===== src/rtl/core/ddb_pkg.sv =====
`default_nettype none
// ----------------------------------------------------------------------------
// ddb_pkg
// Shared types and codes for the decode dispatch buffer: request codes,
// operation class boundaries, controller states and the control bundles.
// ----------------------------------------------------------------------------
package ddb_pkg;

  typedef enum logic [2:0] {
    REQ_ADD    = 3'd0,
    REQ_REMOVE = 3'd1,
    REQ_READY  = 3'd2,
    REQ_SPOTS  = 3'd3,
    REQ_TICK   = 3'd4
  } req_e_t;

  // last class code of each downstream queue group
  localparam logic [2:0] CLS_BRANCH = 3'd1;
  localparam logic [2:0] CLS_STORE  = 3'd3;
  localparam logic [2:0] CLS_FP_MUL = 3'd5;

  // remaining-cycle value that marks an entry ready
  localparam logic [3:0] CYCLES_READY = 4'd1;

  typedef enum logic {
    ST_IDLE = 1'b0,
    ST_WALK = 1'b1
  } state_t;

  typedef struct packed {
    logic load;
    logic step;
    logic finish;
  } ddb_cmd_t;

  typedef struct packed {
    logic walk_end;
  } ddb_status_t;

endpackage
`default_nettype wire


===== src/rtl/core/ddb_ctrl.sv =====
`default_nettype none
// ----------------------------------------------------------------------------
// ddb_ctrl
// Request sequencer: takes an item, steps the datapath walk one entry per
// cycle and commits when the datapath reports the end of the walk.
// ----------------------------------------------------------------------------
module ddb_ctrl
  import ddb_pkg::*;
(
  input  wire logic        clk,
  input  wire logic        rst,
  input  wire logic        start,
  input  wire ddb_status_t status,
  output ddb_cmd_t         cmd,
  output logic             busy
);

  state_t state;
  state_t state_next;

  always_ff @(posedge clk) begin
    if (rst) begin
      state <= ST_IDLE;
    end else begin
      state <= state_next;
    end
  end

  always_comb begin
    state_next = state;
    cmd        = '0;
    busy       = 1'b0;
    case (state)
      ST_IDLE: begin
        if (start) begin
          cmd.load   = 1'b1;
          state_next = ST_WALK;
        end
      end
      ST_WALK: begin
        busy     = 1'b1;
        cmd.step = 1'b1;
        if (status.walk_end) begin
          cmd.finish = 1'b1;
          state_next = ST_IDLE;
        end
      end
      default: begin
        state_next = ST_IDLE;
      end
    endcase
  end

endmodule
`default_nettype wire


===== src/rtl/core/ddb_datapath.sv =====
`default_nettype none
// ----------------------------------------------------------------------------
// ddb_datapath
// Entry storage with collapse on remove, the walk index and charge counters
// for the serial searches, and the result registers.
// ----------------------------------------------------------------------------
module ddb_datapath
  import ddb_pkg::*;
#(
  parameter int QUEUE_DEPTH    = 8,
  parameter int DECODE_LATENCY = 2
) (
  input  wire logic        clk,
  input  wire logic        rst,
  input  wire ddb_cmd_t    cmd,
  output ddb_status_t      status,
  input  wire logic [2:0]  req_type,
  input  wire logic [31:0] instr_addr,
  input  wire logic [2:0]  op_class,
  input  wire logic [2:0]  skip,
  input  wire logic [5:0]  free_active,
  input  wire logic [4:0]  free_int,
  input  wire logic [4:0]  free_address,
  input  wire logic [4:0]  free_fp,
  output logic             done,
  output logic             accepted,
  output logic             ready_valid,
  output logic [31:0]      ready_addr,
  output logic [3:0]       free_spots,
  output logic [3:0]       occupancy
);

  localparam int IW = (QUEUE_DEPTH > 1) ? $clog2(QUEUE_DEPTH) : 1;
  localparam int CW = $clog2(QUEUE_DEPTH + 1);
  localparam logic [CW-1:0] DEPTH_C   = CW'(QUEUE_DEPTH);
  localparam logic [3:0]    LATENCY_C = 4'(DECODE_LATENCY);

  logic [31:0]   slot_addr   [QUEUE_DEPTH];
  logic [2:0]    slot_class  [QUEUE_DEPTH];
  logic [3:0]    slot_cycles [QUEUE_DEPTH];
  logic [CW-1:0] fill;
  logic [CW-1:0] fill_next;

  logic [2:0]    req;
  logic [31:0]   key;
  logic [2:0]    cls;
  logic [2:0]    skip_q;
  logic [5:0]    act_cnt;
  logic [4:0]    int_cnt;
  logic [4:0]    addr_cnt;
  logic [4:0]    fp_cnt;
  logic [2:0]    seen;
  logic [CW-1:0] idx;

  logic [IW-1:0] kidx;
  logic          at_end;
  logic          full;
  logic [31:0]   cur_addr;
  logic [2:0]    cur_class;
  logic [3:0]    cur_cycles;
  logic          cur_ready;
  logic          q_blocked;
  logic          add_ok;
  logic          remove_hit;
  logic [CW:0]   spots_sum;

  assign kidx       = idx[IW-1:0];
  assign at_end     = (idx == fill);
  assign full       = (fill == DEPTH_C);
  assign cur_addr   = slot_addr[kidx];
  assign cur_class  = slot_class[kidx];
  assign cur_cycles = slot_cycles[kidx];
  assign cur_ready  = (cur_cycles == CYCLES_READY);
  assign add_ok     = (req == REQ_ADD) && !full;
  assign remove_hit = (req == REQ_REMOVE) && !at_end;
  // entries passed by the walk equal the stop index
  assign spots_sum  = {1'b0, DEPTH_C} - {1'b0, fill} + {1'b0, idx};

  // the downstream queue that the current entry would need has no spot left
  always_comb begin
    if (cur_class <= CLS_BRANCH) begin
      q_blocked = (int_cnt == 5'd0);
    end else if (cur_class <= CLS_STORE) begin
      q_blocked = (addr_cnt == 5'd0);
    end else if (cur_class <= CLS_FP_MUL) begin
      q_blocked = (fp_cnt == 5'd0);
    end else begin
      q_blocked = 1'b0;
    end
  end

  always_comb begin
    case (req)
      REQ_REMOVE: status.walk_end = at_end || (cur_addr == key);
      REQ_READY:  status.walk_end = at_end || (cur_ready && (seen == skip_q));
      REQ_SPOTS:  status.walk_end = at_end || (act_cnt == 6'd0) || q_blocked;
      default:    status.walk_end = 1'b1;
    endcase
  end

  always_comb begin
    fill_next = fill;
    if (add_ok) begin
      fill_next = fill + CW'(1);
    end else if (remove_hit) begin
      fill_next = fill - CW'(1);
    end
  end

  // control state
  always_ff @(posedge clk) begin
    if (rst) begin
      fill <= '0;
      done <= 1'b0;
    end else begin
      done <= cmd.finish;
      if (cmd.finish) begin
        fill <= fill_next;
      end
    end
  end

  // request capture and walk
  always_ff @(posedge clk) begin
    if (cmd.load) begin
      req      <= req_type;
      key      <= instr_addr;
      cls      <= op_class;
      skip_q   <= skip;
      act_cnt  <= free_active;
      int_cnt  <= free_int;
      addr_cnt <= free_address;
      fp_cnt   <= free_fp;
      seen     <= '0;
      idx      <= '0;
    end else if (cmd.step && !cmd.finish) begin
      idx <= idx + CW'(1);
      if (cur_ready) begin
        seen <= seen + 3'd1;
      end
      act_cnt <= act_cnt - 6'd1;
      if (cur_class <= CLS_BRANCH) begin
        int_cnt <= int_cnt - 5'd1;
      end else if (cur_class <= CLS_STORE) begin
        addr_cnt <= addr_cnt - 5'd1;
      end else if (cur_class <= CLS_FP_MUL) begin
        fp_cnt <= fp_cnt - 5'd1;
      end
    end
  end

  // entry storage
  always_ff @(posedge clk) begin
    if (cmd.finish) begin
      if (add_ok) begin
        slot_addr[fill[IW-1:0]]   <= key;
        slot_class[fill[IW-1:0]]  <= cls;
        slot_cycles[fill[IW-1:0]] <= LATENCY_C;
      end
      if (remove_hit) begin
        // close the gap from the matched entry upwards
        for (int j = 0; j < QUEUE_DEPTH - 1; j++) begin
          if (CW'(j) >= idx) begin
            slot_addr[j]   <= slot_addr[j+1];
            slot_class[j]  <= slot_class[j+1];
            slot_cycles[j] <= slot_cycles[j+1];
          end
        end
      end
      if (req == REQ_TICK) begin
        for (int j = 0; j < QUEUE_DEPTH; j++) begin
          if (slot_cycles[j] > CYCLES_READY) begin
            slot_cycles[j] <= slot_cycles[j] - 4'd1;
          end
        end
      end
    end
  end

  // result registers
  always_ff @(posedge clk) begin
    if (cmd.finish) begin
      accepted    <= add_ok || remove_hit;
      ready_valid <= (req == REQ_READY) && !at_end;
      ready_addr  <= ((req == REQ_READY) && !at_end) ? cur_addr : 32'd0;
      free_spots  <= (req == REQ_SPOTS) ? spots_sum[3:0] : 4'd0;
      occupancy   <= 4'(fill_next);
    end
  end

`ifndef SYNTHESIS
  a_fill_bound: assert property (@(posedge clk) disable iff (rst)
    fill <= DEPTH_C)
    else $error("fill count beyond queue depth");

  a_walk_bound: assert property (@(posedge clk) disable iff (rst)
    cmd.step |-> idx <= fill)
    else $error("walk index passed the last entry");

  a_fill_on_commit: assert property (@(posedge clk) disable iff (rst)
    (fill != $past(fill)) |-> $past(cmd.finish))
    else $error("fill count changed outside a commit");

  a_done_after_walk: assert property (@(posedge clk) disable iff (rst)
    cmd.finish |=> done)
    else $error("commit without a result strobe");
`endif

endmodule
`default_nettype wire


===== src/rtl/core/decode_dispatch_buffer.sv =====
`default_nettype none
// ----------------------------------------------------------------------------
// decode_dispatch_buffer
// In-order decode queue with add, collapsing remove, ready query, free-spot
// query and countdown tick, built as a sequencer and an entry datapath.
// ----------------------------------------------------------------------------
// An item is taken when start is high and busy is low. Add, tick and unknown
// request types go straight from the walk state to the commit, and done is
// registered from the commit. Remove, ready query and free-spot query walk the
// entries from the head at one entry per cycle through a single compare on the
// walk index and commit when the walk stops, after passing at most the
// occupancy. Results sit on the output ports for the one cycle that done is
// high and must be taken then; a new item may be started in that same cycle.
module decode_dispatch_buffer
  import ddb_pkg::*;
#(
  parameter int QUEUE_DEPTH    = 8,
  parameter int DECODE_LATENCY = 2
) (
  input  wire logic        clk,
  input  wire logic        rst,
  input  wire logic        start,
  output logic             busy,
  input  wire logic [2:0]  req_type,
  input  wire logic [31:0] instr_addr,
  input  wire logic [2:0]  op_class,
  input  wire logic [2:0]  skip,
  input  wire logic [5:0]  free_active,
  input  wire logic [4:0]  free_int,
  input  wire logic [4:0]  free_address,
  input  wire logic [4:0]  free_fp,
  output logic             done,
  output logic             accepted,
  output logic             ready_valid,
  output logic [31:0]      ready_addr,
  output logic [3:0]       free_spots,
  output logic [3:0]       occupancy
);

  ddb_cmd_t    cmd;
  ddb_status_t status;

  ddb_ctrl u_ctrl (
    .clk    (clk),
    .rst    (rst),
    .start  (start),
    .status (status),
    .cmd    (cmd),
    .busy   (busy)
  );

  ddb_datapath #(
    .QUEUE_DEPTH    (QUEUE_DEPTH),
    .DECODE_LATENCY (DECODE_LATENCY)
  ) u_datapath (
    .clk          (clk),
    .rst          (rst),
    .cmd          (cmd),
    .status       (status),
    .req_type     (req_type),
    .instr_addr   (instr_addr),
    .op_class     (op_class),
    .skip         (skip),
    .free_active  (free_active),
    .free_int     (free_int),
    .free_address (free_address),
    .free_fp      (free_fp),
    .done         (done),
    .accepted     (accepted),
    .ready_valid  (ready_valid),
    .ready_addr   (ready_addr),
    .free_spots   (free_spots),
    .occupancy    (occupancy)
  );

endmodule
`default_nettype wire


===== config.mk =====
export PLATFORM = sky130hd
export DESIGN_NAME = decode_dispatch_buffer
export DESIGN_NICKNAME = d
export VERILOG_FILES = /design/src/rtl/core/ddb_pkg.sv /design/src/rtl/core/ddb_ctrl.sv /design/src/rtl/core/ddb_datapath.sv /design/src/rtl/core/decode_dispatch_buffer.sv
export SDC_FILE = /design/constraint.sdc
export NUM_CORES = 1
export LEC_CHECK = 0
export BUFFER_PORTS_ARGS = -buffer_cell sky130_fd_sc_hd__clkbuf_2
export CORE_UTILIZATION = 55
export DETAILED_ROUTE_END_ITERATION = 8
export HOLD_SLACK_MARGIN = 0.06
export MAX_ROUTING_LAYER = met4
export PLACE_DENSITY = 0.73
export SLEW_MARGIN = 5
export SYNTH_ARGS = -nofsm -noshare
export SYNTH_HDL_FRONTEND = slang
export SYNTH_HIERARCHICAL = 1
export SYNTH_SLANG_ARGS = --single-unit

===== constraint.sdc =====
create_clock -name clk -period 9 [get_ports clk]
set_input_delay 0.45 -clock clk [delete_from_list [all_inputs] [get_ports clk]]
set_output_delay 0.45 -clock clk [all_outputs]
set_load 0.1 [all_outputs]

==> flow_metrics.tcl <==
set metrics [dict create \
    worstPathArrival_ns 6.79 \
    start_util_pct 55.9 \
    ys.flop_type "edfxtp_1" \
    grt.total_usage_pct 27.3 \
    seq_area_frac_synth_pct 61.3 \
    cts_buffer_depth 3 \
    rsz0062_at_grt "no" \
    tns_ns 0 \
    fin_nets 1807 \
    yosys.cell_types.count 51 \
    die_area_um2 38000 \
    synth-edff-count 407 \
    place_worst_setup_slack_ns 2.48 \
    final.fill_count 2778 \
    yosys_warnings 6 \
    rows 70 \
    syn_nets 1701 \
    die-width_um 195 \
    worstPathMaxFanout 53 \
    fp.dieH_um 195 \
    drc 0 \
    ys_seq_elements 423 \
    syn2layout_area_growth_pct 12.9 \
    root_buffer "clkbuf_16" \
    grt_pass1_vias 13400 \
    max_freq_mhz 153 \
    maxCapViolCount 0 \
    h-tree-depth 2 \
    cts_made_buffers 44 \
    ff_latch_area_um2 12500 \
    final-setup-viol-count 0 \
    drt_iter0_drc 1452 \
    core_area_um2 36600 \
    diodes 0 \
    wl_per_cell_um 22.6 \
    syn-cell-area_um2 20500 \
    pin_count 109 \
    ant_nets 0 \
    gp_congestion 0.838 \
    layout-drive-gt1-share_pct 17.7 \
    dp_hpwl_um 28700 \
    vias 13500 \
    wl_um 49900 \
    grt_pass1_wl_um 75800 \
    powerDensity_nw_per_um2 207 \
    post-cts-setup-buffers 0 \
    multiInputGateArea_um2 7280 \
    clkTransAtPathRegs_ns 0.06 \
    finClkSkew_ns 0.0309 \
    first_pass_iters 6 \
    cp.required_ns 9.23 \
    finalCriticalPeriod_ns 6.56 \
    grt_overflow 0 \
    tritoncts "built" \
    period_share_pct 72.9 \
    cp-end-kind "flip-flop" \
    clk_latency_ns 0.57 \
    syn_area_per_cell_um2 12.8 \
    worst_slew_pin_slew_ns 1.09 \
    grt_max_degree 83 \
    start_kind "flip-flop" \
    async_reset_ff_share_pct 0 \
    outcome "finished, final reports clean" \
    worstHoldPathType "in -> reg" \
    irDropWorstVdd_v 0.000188 \
    netlist_instances 1603 \
    finalMaxSlewViolations 0 \
    leakage_nw 8.20 \
    fin_ws_ns 2.44 \
    cts.sinks 423 \
    io_buffers 107 \
    antenna_found_initial 0 \
    finalHoldViolCount 0 \
    slew_headroom_pct 27.1 \
    path_class "reg -> reg" \
    via_per_inst 6.11 \
]
==> state kept, by name (all words and copies together) (netlist names), named ones only <==
name	count
u_datapath/slot_addr	256
u_datapath/key	32
u_datapath/ready_addr	32
u_datapath/slot_cycles	32
u_datapath/slot_class	16
u_datapath/act_cnt	6
u_datapath/addr_cnt	5
u_datapath/fp_cnt	5
u_datapath/int_cnt	5
u_datapath/fill	4
u_datapath/free_spots	4
u_datapath/idx	4
u_datapath/occupancy	4
u_datapath/req	3
u_datapath/seen	3
u_datapath/skip_q	3
u_datapath/cls	2
u_ctrl/state	1
u_datapath/accepted	1
u_datapath/done	1
u_datapath/ready_valid	1
==> path summary, 6_finish.rpt <==
| check | endpoint | from | depth (start not counted) | slack (ns) |
|---|---|---|---|---|
| setup reg to reg | u_datapath/slot_addr[4][15] | flip-flop | 13 | 2.44 |
| hold / removal | u_datapath/key[20] | instr_addr[20] | 1 | 0.07 |
| hold reg to reg | u_datapath/seen[1] | u_datapath/seen[1] | 2 | 0.53 |
| setup / recovery | u_datapath/slot_addr[4][15] | flip-flop | 13 | 2.44 |
==> Yosys cell counts, types with 9 or more instances <==
library cell	count	share of area (%)
mux2i_1	59	2.9
inv_1	85	1.6
o21ai_0	53	1.3
buf_2	22	0.54
o22ai_1	16	0.49
a21oi_1	215	5.3
dfxtp_1	16	1.6
xor2_1	20	0.86
ha_1	32	2.0
nor2_1	273	5.0
edfxtp_1	407	60
nand2_1	50	0.92
mux4_2	48	5.3
nor3_1	39	0.95
xnor2_1	42	1.8
mux2i_4	34	3.7
nand2b_1	13	0.40
a22oi_1	9	0.33
a22o_1	12	0.51
clkbuf_1	53	0.97
o31ai_1	9	0.33
==> cell usage in the layout (no fill, tap or decap), types with 23 or more instances in the layout <==
| master | n |
|---|---|
| clkbuf_16 | 45 |
| nor2_1 | 272 |
| nor3_1 | 39 |
| a21oi_1 | 215 |
| mux4_2 | 48 |
| buf_4 | 23 |
| clkbuf_2 | 107 |
| inv_1 | 85 |
| mux2i_1 | 59 |
| nand2_1 | 48 |
| ha_1 | 32 |
| mux2i_4 | 34 |
| edfxtp_1 | 407 |
| xnor2_1 | 42 |
| o21ai_0 | 48 |
==> repair_timing <==
| item | CTS | global route |
|---|---|---|
| hold buffers | 19 | 1 |
| resized for setup | 0 | 0 |
| endpoints found under the hold margin | 19 | 1 |
==> per-stage QoR <==
step           area (um^2)  hold slack, ns  instances  power (mW)  utilization (%)
3_3_place_gp         21400           0.492       2111        2.96             58.6
5_1_grt              23100          0.0632       2212        4.92             63.1
6_report             23100          0.0715       2212        4.77             63.1
2_1_floorplan        20500           0.482       1603        2.81                -
4_1_cts              23100          0.0603       2211        4.80             63.1
3_5_place_dp         21400           0.510       2111        2.98             58.6
==> worst max-delay path, stage by stage, from the launching register on <==
cell and delay (ns):
dfxtp_4 0.84, buf_4 0.52, nor2b_1 0.65, a22oi_1 0.18, o21ai_0 0.22, xnor2_1 0.25, nor4_1 0.39, a31oi_1 0.16
nor3_1 0.25, and2_2 0.20, buf_4 0.64, nand3_1 0.54, o21ai_4 0.93, buf_4 0.44
==> layout make-up <==
| cell class | instances | share of cell area, % |
|---|---|---|
| flip-flops and latches | 423 | 54.3 |
| multi-input cells | 1005 | 31.5 |
| clock inverters | 26 | 1.15 |
| well taps | 468 | 2.53 |
| inverters | 85 | 1.38 |
| repair buffers | 150 | 3.93 |
| clock buffers | 55 | 5.17 |
==> power by group <==
part           switching, mW  total, mW  internal [mW]
registers             0.0686       2.32           2.25
clock network          0.760       1.82           1.06
logic                  0.415      0.634          0.219
==> logic make-up after synthesis <==
| logic type | count (synthesis) | synth area share (%) |
|---|---|---|
| AND/OR/NAND/NOR | 430 | 9.13 |
| adder cells (fa/ha/maj) | 33 | 2.06 |
| flip-flops | 423 | 61.3 |
| multiplexers | 146 | 12.2 |
| buffers and inverters | 175 | 3.66 |
| XOR/XNOR | 62 | 2.65 |
| AO/OA/AOI/OAI | 334 | 8.99 |
==> layer usage <==
metal / part of all wire [%] / global-route usage [%]
met2: 48 / 44.0
met4: 2.7 / 8.40
met1: 40 / 35.8
met3: 9.3 / 4.27
met5: 0 / -
Power figures use the tool's default switching activity.
